File: config.mk
export PLATFORM = sky130hd
export DESIGN_NAME = ssd_cell
export DESIGN_NICKNAME = d
export VERILOG_FILES = /design/src/sv/stereo_ssd_block_match_unit_macros.svh /design/src/sv/ssd_pkg.sv /design/src/sv/ssd_cell.sv
export SDC_FILE = /design/constraint.sdc
export NUM_CORES = 1
export LEC_CHECK = 0
export BUFFER_PORTS_ARGS = -buffer_cell sky130_fd_sc_hd__buf_2
export CORE_MARGIN = 2
export CORE_UTILIZATION = 33
export CTS_BUF_LIST = sky130_fd_sc_hd__clkbuf_8
export CTS_CLUSTER_DIAMETER = 120
export DETAILED_ROUTE_END_ITERATION = 10
export HOLD_SLACK_MARGIN = 0.06
export PLACE_DENSITY = 0.63
export SETUP_SLACK_MARGIN = 0.2
export SLEW_MARGIN = 10
export SYNTH_ARGS = -nofsm -noshare
export SYNTH_HDL_FRONTEND = slang
export SYNTH_SLANG_ARGS = --single-unit
File: constraint.sdc
create_clock -name clk -period 8.6 [get_ports clk]
set_clock_uncertainty 0.2 [all_clocks]
set_input_delay 0.43 -clock clk [delete_from_list [all_inputs] [get_ports clk]]
set_output_delay 0.43 -clock clk [all_outputs]
set_load 0.05 [all_outputs]
File: src/sv/stereo_ssd_block_match_unit_macros.svh
// assertion macros included by the top-level rtl file
`ifndef STEREO_SSD_BLOCK_MATCH_UNIT_MACROS_SVH
`define STEREO_SSD_BLOCK_MATCH_UNIT_MACROS_SVH
`ifndef SYNTHESIS
// same-cycle implication
`define SSD_ASSERT(label, clk, rst_n, ante, cons, msg) \
  label: assert property (@(posedge clk) disable iff (!rst_n) (ante) |-> (cons)) \
    else $error(msg);
// next-cycle implication
`define SSD_ASSERT_NEXT(label, clk, rst_n, ante, cons, msg) \
  label: assert property (@(posedge clk) disable iff (!rst_n) (ante) |=> (cons)) \
    else $error(msg);
`else
`define SSD_ASSERT(label, clk, rst_n, ante, cons, msg)
`define SSD_ASSERT_NEXT(label, clk, rst_n, ante, cons, msg)
`endif
`endif

File: src/sv/ssd_pkg.sv
package ssd_pkg;

  // sequencer states
  typedef enum logic [2:0] {
    S_IDLE,
    S_SCAN,
    S_DRAIN,
    S_DIV,
    S_PUSH
  } ssd_state_t;

  // control flags carried along the cell chain with each column
  typedef struct packed {
    logic valid;
    logic first_col;
    logic last_col;
    logic last_cand;
  } ssd_ctl_t;

  // configuration port
  localparam int CFG_IW = 2;
  localparam int CFG_DW = 11;
  localparam logic [CFG_IW-1:0] CFG_IDX_WIDTH  = 2'd0;
  localparam logic [CFG_IW-1:0] CFG_IDX_HEIGHT = 2'd1;
  localparam logic [CFG_IW-1:0] CFG_IDX_NDISP  = 2'd2;

  localparam logic [10:0] RST_WIDTH  = 11'd722;
  localparam logic [10:0] RST_HEIGHT = 11'd480;
  localparam logic [8:0]  RST_NDISP  = 9'd190;

  // input item kinds
  localparam logic FUNC_PIXEL = 1'b0;
  localparam logic FUNC_FLUSH = 1'b1;

  localparam int PIX_W = 8;
  localparam int SQ_W  = 16;

endpackage

File: src/sv/ssd_cell.sv
module ssd_cell #(
  parameter int COLW = 10,
  parameter int CW   = 22
) (
  input  logic                      clk,
  input  logic                      rst_n,
  input  ssd_pkg::ssd_ctl_t         ctl_in,
  input  logic [COLW-1:0]           col_r_in,
  input  logic [COLW-1:0]           col_l_in,
  input  logic [CW-1:0]             psum_in,
  input  logic [ssd_pkg::PIX_W-1:0] pix_r,
  input  logic [ssd_pkg::PIX_W-1:0] pix_l,
  output ssd_pkg::ssd_ctl_t         ctl_out,
  output logic [COLW-1:0]           col_r_out,
  output logic [COLW-1:0]           col_l_out,
  output logic [CW-1:0]             psum_out,
  output ssd_pkg::ssd_ctl_t         meta_out
);

  ssd_pkg::ssd_ctl_t ctl_r, meta_r;
  logic [COLW-1:0]   col_r_r, col_l_r;
  logic [CW-1:0]     psum_r, psum_nxt;
  logic signed [ssd_pkg::PIX_W:0]     diff;
  logic signed [2*ssd_pkg::PIX_W+1:0] prod;

  // squared difference of this cell's row, added to the partial sum from upstream
  always_comb begin
    diff     = $signed({1'b0, pix_r}) - $signed({1'b0, pix_l});
    prod     = diff * diff;
    psum_nxt = psum_in + CW'(prod[ssd_pkg::SQ_W-1:0]);
  end

  // token and partial sum move one cell per cycle
  always_ff @(posedge clk) begin
    if (!rst_n) begin
      ctl_r  <= '0;
      meta_r <= '0;
    end else begin
      ctl_r  <= ctl_in;
      meta_r <= ctl_r;
    end
  end

  always_ff @(posedge clk) begin
    col_r_r <= col_r_in;
    col_l_r <= col_l_in;
    psum_r  <= psum_nxt;
  end

  assign ctl_out   = ctl_r;
  assign col_r_out = col_r_r;
  assign col_l_out = col_l_r;
  assign psum_out  = psum_r;
  assign meta_out  = meta_r;

endmodule

After elaboration in Yosys (flattened, before gate mapping). Cells that the tools add are included.

Add/subtract/negate cells: 2. Multiply operators: 1.

Operators with widths (number): adder 22 x 16 -> 22 bit (1); multiplier 9 x 9 -> 16 bit (1); subtractor 8 x 8 -> 9 bit (1).

Bits in registers: 50. Input port bits: 64. Output and inout bits: 50.

Depth between registers and ports, before layout. Gate-level depths: netlist of run 1.

Depth after elaboration: 3. Depth in mapped cells: 35.

Worst setup path before layout of run 1. OpenSTA, ideal clock, no wires.

Kind: input -> register. Start point: in pix_r[0] (netlist bit). End point: reg psum_r[21] (netlist: psum_out[21]). Setup time: 0.121 ns. Arrival: 6.913 ns. Data required time: 8.279 ns. Slack: 1.366 ns. Stages on the path: 33. Cell sequence: inv_1 -> ha_1 -> inv_1 -> fa_1 -> a211oi_2 -> nor2_1 -> o31a_1 -> a21oi_2 -> and2_1 -> inv_1 -> fa_1 -> inv_1 -> fa_1 -> inv_1 -> fa_1 -> inv_1 -> fa_1 -> ha_1 -> ha_1 -> a211o_1 -> o211ai_1 -> a21oi_1 -> nor2_1 -> o21ai_0 -> xnor2_1 -> xnor2_1 -> ha_1 -> and4_1 -> nand2_1 -> o21ai_0 -> nor3_1 -> nor2_1 -> xor2_1.

Word-level cells in the longest chain between the ends: 3.

Ends and longest elaborated chain: start: declaration (RTL line ssd_cell.sv:11) `input logic [ssd_pkg::PIX_W-1:0] pix_r,`; subtractor 8 x 8 -> 9 bit (RTL line ssd_cell.sv:28) `diff = $signed({1'b0, pix_r}) - $signed({1'b0, pix_l});`; multiplier 9 x 9 -> 16 bit (RTL line ssd_cell.sv:29) `prod = diff * diff;`; adder 22 x 16 -> 22 bit (RTL line ssd_cell.sv:30) `psum_nxt = psum_in + CW'(prod[ssd_pkg::SQ_W-1:0]);`; net psum_nxt[21] (RTL line ssd_cell.sv:22) `logic [CW-1:0] psum_r, psum_nxt;`; end signal: assignment (RTL line ssd_cell.sv:47) `psum_r <= psum_nxt;`; end: declaration (RTL line ssd_cell.sv:22).

The timed path passes the listed nets, and every way through them passes these cells. A chain may end at the register's enable or synchronous reset.

Worst setup path in the final report of run 1. Ends and elaborated chain as after synthesis.

==> impl_metrics.env, run 1 <==
export IMPL_outcome="finished clean"
export IMPL_pin_count=114
export IMPL_port_buffers=113
export IMPL_nets=789
export IMPL_critPathArrivalTime_ps=7460
export IMPL_fmax_mhz=134.1
export IMPL_hold_worst_slack_ps=103.6
export IMPL_std_cell_rows=42
export IMPL_gr_total_overflow=0
export IMPL_syn_cell_area_um2=4532
export IMPL_viasPerCell=4.562
export IMPL_hold_viol_final=0
export IMPL_final_common_cell="buf_2"
export IMPL_synth_ff_type="dfxtp_1"
export IMPL_drc_errors=0
export IMPL_start_kind="input pin"
export IMPL_grt_pass1_vias=3689
export IMPL_grt_busiest_layer="met2"
export IMPL_core_um2=13350
export IMPL_cp_max_fo=7
export IMPL_htree_levels=2
export IMPL_cts_buffer_depth=2
export IMPL_postCtsSetupBuffers=0
export IMPL_yosysTopAreaCell="fa_1"
export IMPL_dp_slack_ps=794.6
export IMPL_numCtsBuffers=5
export IMPL_die_h_um=121.2
export IMPL_period_share_pct=86.70
export IMPL_min_path_type="in -> reg"
export IMPL_grt_pass1_wl_um=15900
export IMPL_critPathMaxStageDelay_ps=520
export IMPL_path_common_cell="fa_1"
export IMPL_end_kind="flip-flop"
export IMPL_setup_violations=0
export IMPL_clk_pin_slew_ps=100
export IMPL_hold_depth=2
export IMPL_r2r_start="ctl_out[3]"
export IMPL_async_reset_ff_share_pct=0
export IMPL_rsz0062_at_grt="no"
export IMPL_slowest_stage="fa_1"
export IMPL_globalplace_congestion=0.8261
export IMPL_ys_ff_latch=50
export IMPL_dp_hpwl_um=8339
export IMPL_rrSetupSlack_ps=7830
export IMPL_mostFrequentLayoutCells="buf_2 (113), inv_1 (87), ha_1 (59)"
export IMPL_syn_avg_cell_area_um2=9.541
export IMPL_diodes=0
export IMPL_grt_use_met1_pct=15.52
export IMPL_vias=3613
export IMPL_synth_cell_types=43
export IMPL_crit_type="in -> reg"
export IMPL_routed_wl_um=9552
export IMPL_start_util_pct=33.95
export IMPL_routedWlPerCell_um=12.06
export IMPL_grt_use_total_pct=13.24
export IMPL_synth_edff_count=0
export IMPL_yosysWarnings=0
export IMPL_syn2layout_area_growth_pct=24.43
export IMPL_ant_nets=0
export IMPL_yosys_area_top_type_share_pct=22.53
export IMPL_grt_max_degree=18
export IMPL_drive_gt1_share_pct=21.27
export IMPL_antenna_found_initial=0
export IMPL_final_util_pct=42.25
export IMPL_cts_tree="built"
export IMPL_maxSlewHeadroom_pct=49.96
export IMPL_cts_root_buffer="clkbuf_8"
export IMPL_maxCapViolations=0
export IMPL_cts_sinks=50
export IMPL_synth_area_leaders="fa_1 (23%), dfxtp_1 (22%), ha_1 (16%), inv_1 (7.2%), xnor2_1 (5.4%)"
export IMPL_drv_slew=0
export IMPL_clk_latency_ps=310
export IMPL_fin_ws_ps=1143
export IMPL_r2r_end="meta_out[3]"
export IMPL_post_cts_resized=0
export IMPL_drt_iter0_drc=114
export IMPL_grt_met3_usage_pct=1.833
export IMPL_die_w_um=121.2
export IMPL_critical_path_endpoint="psum_out[21]"
export IMPL_synth_fp_nets=649
export IMPL_startpoint="pix_r[0]"
export IMPL_synth_cells=475
export IMPL_critical_path_required_ps=8610
export IMPL_grt_use_met2_pct=25.18
export IMPL_first_pass_iters=4
export IMPL_tightestPinTransition_ps=748.0
export IMPL_seq_area_frac_synth_pct=22.09
export IMPL_die_area_um2=14690
export IMPL_reg2regPathDepth=1
export IMPL_fin_crit_ps=7457
export IMPL_setup_tns_ps=0
state kept, by name (all words and copies together), names as in the netlist:
register / cells
col_l_out: 10
col_r_out: 10
ctl_out: 4
meta_out: 4
psum_out: 22
logic make-up (layout without fill, tap and decap cells):
family	Yosys count	after routing	synth area share (%)
AO/OA/AOI/OAI	81	81	12.01
XOR/XNOR	42	42	8.283
adder cells (fa/ha/maj)	110	110	38.82
buffers and inverters	90	231	7.565
flip-flops	50	50	22.09
multiplexers	1	1	0.3312
AND/OR/NAND/NOR	101	101	10.91
Yosys cell counts (2+ instances only):
master,number
a21boi_0,2
a21o_1,19
a21oi_1,23
a31oi_1,2
and2_1,14
and3_1,2
and4_1,2
dfxtp_1,50
fa_1,51
ha_1,59
inv_1,87
nand2_1,27
nand3_1,12
nand4_1,3
nor2_1,26
nor2b_1,5
nor3_1,7
o211ai_1,2
o21a_1,6
o21ai_0,11
o21bai_1,3
o31ai_1,2
xnor2_1,28
xor2_1,13
worst max-delay path, delay by kind of cell:
family | cells | cell delay, ps
AOI/OAI and AO/OA | 8 | 1440
xor gates and xnor gates | 3 | 490
adders and majority gates | 9 | 3560
buffers and inverters | 4 | 400
and+or+nand+nor | 7 | 1140
metrics by stage:
stage / instance area, µm² / std cells
floorplan: 4532 / 475
global placement: 5321 / 764
detailed placement: 5321 / 764
CTS: 5639 / 792
global route: 5639 / 792
finish: 5639 / 792
area by class of cell:
cell class	count	area, µm²
Inverter	89	339.1
Tap cell	176	220.2
Clock buffer	5	68.82
Timing Repair Buffer	134	773.2
Fill cell	1317	7709
Multi-Input combinational cell	335	3188
Clock inverter	3	48.80
Sequential cell	50	1001
per-layer routing:
metal	part of all wire (%)	vias to the layer above	routed length [µm]
li1	-	1817	-
met1	43	1708	4092
met2	52	81	4927
met3	4.7	7	450
met4	0.85	0	81
met5	0	-	0
what timing repair did:
item | CTS | global route
hold buffers | 20 | 0
setup endpoints to repair | 0 | 0
hold endpoints to repair | 20 | 0
worst min path at each step:
stage                           start           end  slack (ps)
after floorplan           col_l_in[0]  col_l_out[0]         260
after CTS                 psum_in[21]  psum_out[21]          90
after global placement     ctl_out[1]   meta_out[1]         250
final                     psum_in[21]  psum_out[21]         100
after global routing      psum_in[21]  psum_out[21]          90
after detailed placement   ctl_out[1]   meta_out[1]         250
Power of run 1 is not shown: default switching activity piles up to over one toggle a cycle in this logic, so the estimate is an artifact.
==> run 2, diff against run 1 <==
clock period = 9.6 ns   (was 8.6 ns; I/O delays follow)
==> run 2 against run 1 <==
  * Critical path depth increased by 3
  * Setup slack improved by 900 ps
  * Critical path type unchanged
  * Routed wire length decreased by 2.8%
  * Register-to-register slack improved by 1000 ps
  * Global-route usage decreased by 0.47 points
  * Via count decreased by 1.5%
  * First-iteration DRC count increased by 23%
  * Sequential share of layout area increased by 0.48 points
  * Highest routed layer unchanged
  * Die area unchanged
  * Flip-flop and latch count unchanged
  * Worst hold slack got worse by 28 ps
==> impl_metrics.env, run 2 (synthesis gave the netlist of run 1 again) <==
export IMPL_drive_gt1_share_pct=21.63
export IMPL_nets=774
export IMPL_cts_tree="built"
export IMPL_die_w_um=121.2
export IMPL_fmax_mhz=132.3
export IMPL_cts_buffer_depth=2
export IMPL_setup_violations=0
export IMPL_port_buffers=113
export IMPL_globalplace_congestion=0.8426
export IMPL_cts_root_buffer="clkbuf_8"
export IMPL_pin_count=114
export IMPL_crit_type="in -> reg"
export IMPL_tightestPinTransition_ps=774.6
export IMPL_fin_ws_ps=2040
export IMPL_period_share_pct=78.75
export IMPL_drc_errors=0
export IMPL_dp_hpwl_um=8194
export IMPL_path_common_cell="inv_1"
export IMPL_setup_tns_ps=0
export IMPL_cts_sinks=50
export IMPL_critPathMaxStageDelay_ps=590
export IMPL_routed_wl_um=9286
export IMPL_wl_met3_um=562
export IMPL_clk_pin_slew_ps=100
export IMPL_critPathArrivalTime_ps=7560
export IMPL_largest_reg_flops=22
export IMPL_hold_buffers=0
export IMPL_outcome="finished clean"
export IMPL_diodes=0
export IMPL_dp_slack_ps=1724
export IMPL_start_util_pct=33.95
export IMPL_wl_met1_um=3952
export IMPL_drt_iter0_drc=140
export IMPL_grt_pass1_wl_um=15540
export IMPL_ant_nets=0
export IMPL_postCtsSetupBuffers=0
export IMPL_mostFrequentLayoutCells="buf_2 (113), inv_1 (87), ha_1 (59)"
export IMPL_die_area_um2=14690
export IMPL_antenna_found_initial=0
export IMPL_rsz0062_at_grt="no"
export IMPL_grt_pass1_vias=3585
export IMPL_met2_length_um=4712
export IMPL_min_path_type="in -> reg"
export IMPL_post_cts_resized=0
export IMPL_fin_crit_ps=7560
export IMPL_vias=3559
export IMPL_clk_latency_ps=300
export IMPL_viasPerCell=4.580
export IMPL_hold_viol_final=0
export IMPL_std_cell_rows=42
export IMPL_routedWlPerCell_um=11.95
export IMPL_syn2layout_area_growth_pct=21.18
export IMPL_first_pass_iters=4
export IMPL_start_kind="input pin"
export IMPL_cp_max_fo=7
export IMPL_critical_path_required_ps=9600
export IMPL_gr_total_overflow=0
export IMPL_maxCapViolations=0
export IMPL_drv_slew=0
export IMPL_slowest_stage="fa_1"
export IMPL_die_h_um=121.2
export IMPL_end_kind="flip-flop"
export IMPL_grt_max_degree=18
export IMPL_htree_levels=2
export IMPL_dr_max_layer_used="met4"
export IMPL_numCtsBuffers=5
export IMPL_final_common_cell="buf_2"
export IMPL_grt_use_total_pct=12.78
export IMPL_maxSlewHeadroom_pct=48.19
export IMPL_core_um2=13350
## run 2: worst paths after layout
kind / start / to / slack (ps) / depth (start not counted)
worst max-delay path: pix_r[0] / psum_out[21] / 2040 / 34
worst min-delay path: col_l_in[4] / col_l_out[4] / 80 / 1
worst max register to register: ctl_out[3] / meta_out[3] / 8840 / 1
worst min register to register: ctl_out[1] / meta_out[1] / 260 / 1
## run 2: metal layers
| layer | GRT usage [%] | vias up |
|---|---|---|
| li1 | - | 1786 |
| met1 | 15.97 | 1665 |
| met2 | 23.49 | 104 |
| met3 | 1.927 | 4 |
| met4 | 2.155 | 0 |
| met5 | 0 | - |
## run 2: through the flow
stage	std cells	hold slack (ps)	utilization, %	cell area, µm²
after detailed placement	763	247.1	39.81	5314
after global placement	763	248.2	39.81	5314
after global routing	777	57.03	41.14	5492
final	777	75.20	41.14	5492
after CTS	771	64.80	40.69	5431
after floorplan	475	307.7	-	4532
## run 2: critical path: cells and delay by family
kind	cells	cell delay [ps]
AND/OR/NAND/NOR	7	1100
adder cells (fa/ha/maj)	9	3590
AO/OA/AOI/OAI	8	1410
XOR/XNOR	3	500
buffers and inverters	7	470
## run 2: layout make-up
| class | count | area [µm²] |
|---|---|---|
| clock buffer | 5 | 68.82 |
| inverter | 89 | 339.1 |
| tap | 176 | 220.2 |
| fill | 1345 | 7856 |
| sequential | 50 | 1001 |
| timing repair buffer | 119 | 625.6 |
| multi-input combinational | 335 | 3188 |
| clock inverter | 3 | 48.80 |
Power of run 2 is left out for the same reason.
==> run 3, diff against run 2 <==
PLACE_DENSITY = 0.65   (was 0.63)
clock period = 6.6 ns   (was 9.6 ns; I/O delays follow)
==> run 3 against run 2 <==
  * Via count rose by 14%
  * Worst hold slack improved by 10 ps
  * Utilization is 11 points higher
  * Sequential share of layout area shrank 3.9 points
  * Setup slack lost 2200 ps
  * Critical endpoint unchanged
  * Routed wire length is 28% higher
  * Die area did not move
  * Cell count is 17% higher
  * The run now ends with negative setup slack left
  * Largest cell class unchanged
  * Count of clock-buffer cells in the layout unchanged
  * Register-to-register slack worse by 3000 ps
==> impl_metrics.env, run 3 (synthesis gave the netlist of run 1 again) <==
export IMPL_fin_crit_ps=6743
export IMPL_hold_viol_final=0
export IMPL_vias=4072
export IMPL_start_util_pct=33.95
export IMPL_grt_pass1_vias=4473
export IMPL_largest_reg_flops=22
export IMPL_start_kind="input pin"
export IMPL_dp_slack_ps=-739.1
export IMPL_maxCapViolations=0
export IMPL_period_share_pct=102.2
export IMPL_maxSlewHeadroom_pct=76.73
export IMPL_mostFrequentLayoutCells="buf_2 (112), buf_4 (101), inv_1 (77)"
export IMPL_violations="negative setup slack"
export IMPL_min_path_type="in -> reg"
export IMPL_routedWlPerCell_um=13.08
export IMPL_grt_use_total_pct=16.48
export IMPL_port_buffers=113
export IMPL_first_pass_iters=4
export IMPL_reg2regPathDepth=1
export IMPL_rsz0062_at_grt="yes"
export IMPL_antenna_found_initial=0
export IMPL_die_area_um2=14690
export IMPL_clk_latency_ps=310
export IMPL_cts_buffer_depth=2
export IMPL_cp_max_fo=4
export IMPL_routed_wl_um=11870
export IMPL_cts_tree="built"
export IMPL_grt_pass1_wl_um=19460
export IMPL_drc_errors=0
export IMPL_critical_path_required_ps=6600
export IMPL_end_kind="flip-flop"
export IMPL_diodes=0
export IMPL_crit_type="in -> reg"
export IMPL_drive_gt1_share_pct=42.49
export IMPL_r2r_start="ctl_out[0]"
export IMPL_slowest_stage="fa_2"
export IMPL_outcome="complete, but fails checks"
export IMPL_numCtsBuffers=5
export IMPL_fmax_mhz=148.3
export IMPL_grt_max_degree=19
export IMPL_seq_area_um2=1001
export IMPL_final_util_pct=52.39
export IMPL_final_common_cell="buf_2"
export IMPL_critPathArrivalTime_ps=6750
export IMPL_globalplace_congestion=0.8744
export IMPL_r2r_end="meta_out[0]"
export IMPL_htree_levels=2
export IMPL_cts_sinks=50
export IMPL_core_um2=13350
export IMPL_drt_iter0_drc=139
export IMPL_tightestPinTransition_ps=349.1
export IMPL_clk_pin_slew_ps=90
export IMPL_critPathMaxStageDelay_ps=580
export IMPL_nFillCells=1185
export IMPL_die_h_um=121.2
export IMPL_nets=905
export IMPL_syn2layout_area_growth_pct=54.31
export IMPL_viasPerCell=4.485
export IMPL_rrSetupSlack_ps=5830
export IMPL_cts_root_buffer="clkbuf_8"
export IMPL_setup_violations=8
export IMPL_fin_ws_ps=-143.2
export IMPL_critical_path_endpoint="psum_out[21]"
export IMPL_multi_input_area_um2=3618
export IMPL_pin_count=114
export IMPL_gr_total_overflow=0
export IMPL_ant_nets=0
export IMPL_startpoint="pix_r[0]"
export IMPL_drv_slew=0
export IMPL_std_cell_rows=42
export IMPL_die_w_um=121.2
export IMPL_dp_hpwl_um=9573
-- run 3: cell types whose count changed in the layout (fill, tap and decap cells not counted), moves of 6 or more --
cell | previous run | this run
fa_1 | 51 | 45
ha_4 | 0 | 9
inv_1 | 87 | 77
buf_4 | 0 | 101
ha_1 | 59 | 49
dlygate4sd3_1 | 6 | 30
nor2_1 | 26 | 20
fa_2 | 0 | 6
buf_6 | 0 | 6
o21ai_0 | 11 | 4
a21oi_1 | 23 | 9
inv_2 | 0 | 8
a21oi_2 | 1 | 12
-- run 3: critical path, delay by kind of cell --
kind                     cells  cell delay, ps
adder cells (fa/ha/maj)      9            3260
buffers and inverters        8             490
AO/OA/AOI/OAI                8            1440
AND/OR/NAND/NOR              6             790
XOR/XNOR                     3             420
-- run 3: how the worst min path moves through the flow --
stage / to / cells past startpoint / slack, ps / from
global placement: col_l_out[8] / 1 / 230 / col_l_in[8]
global route: psum_out[1] / 2 / 90 / psum_in[1]
CTS: psum_out[1] / 2 / 70 / psum_in[1]
finish: psum_out[1] / 2 / 90 / psum_in[1]
detailed placement: col_r_out[7] / 1 / 230 / col_r_in[7]
floorplan: col_l_out[0] / 0 / 160 / col_l_in[0]
-- run 3: timing repair --
action / CTS / global route
pin swaps: 50 / 13
resized for setup: 66 / 19
hold buffers: 30 / 0
endpoints found under the hold margin: 30 / 0
setup buffers: 11 / 1
setup endpoints to repair: 11 / 11
-- run 3: per-layer routing --
layer | vias up | wire length, µm | global-route usage, % | part of all wire (%)
li1 | 2043 | - | - | -
met1 | 1891 | 4865 | 17.76 | 41
met2 | 114 | 6185 | 32.94 | 52
met3 | 24 | 516 | 1.739 | 4.3
met4 | 0 | 306 | 5.460 | 2.6
met5 | - | 0 | 0 | 0
-- run 3: layout make-up --
cell class	instances	share of cell area [%]
Multi-Input combinational cell	335	51.74
Timing Repair Buffer	250	24.33
Sequential cell	50	14.31
Inverter	89	5.064
Tap cell	176	3.149
Clock buffer	5	0.9841
Clock inverter	3	0.4115
-- run 3: per-stage QoR --
step                      instance area (µm²)  hold WS, ps  TNS, ps  cells
final                                    6993        85.40   -846.1    908
after detailed placement                 6116        234.7    -6576    858
after global placement                   6116        234.5    -5972    858
after floorplan                          4621        157.7    -1264    475
after global routing                     6993        86.97    -3471    908
after CTS                                6875        73.98   -149.5    907
Power of run 3 is left out for the same reason.
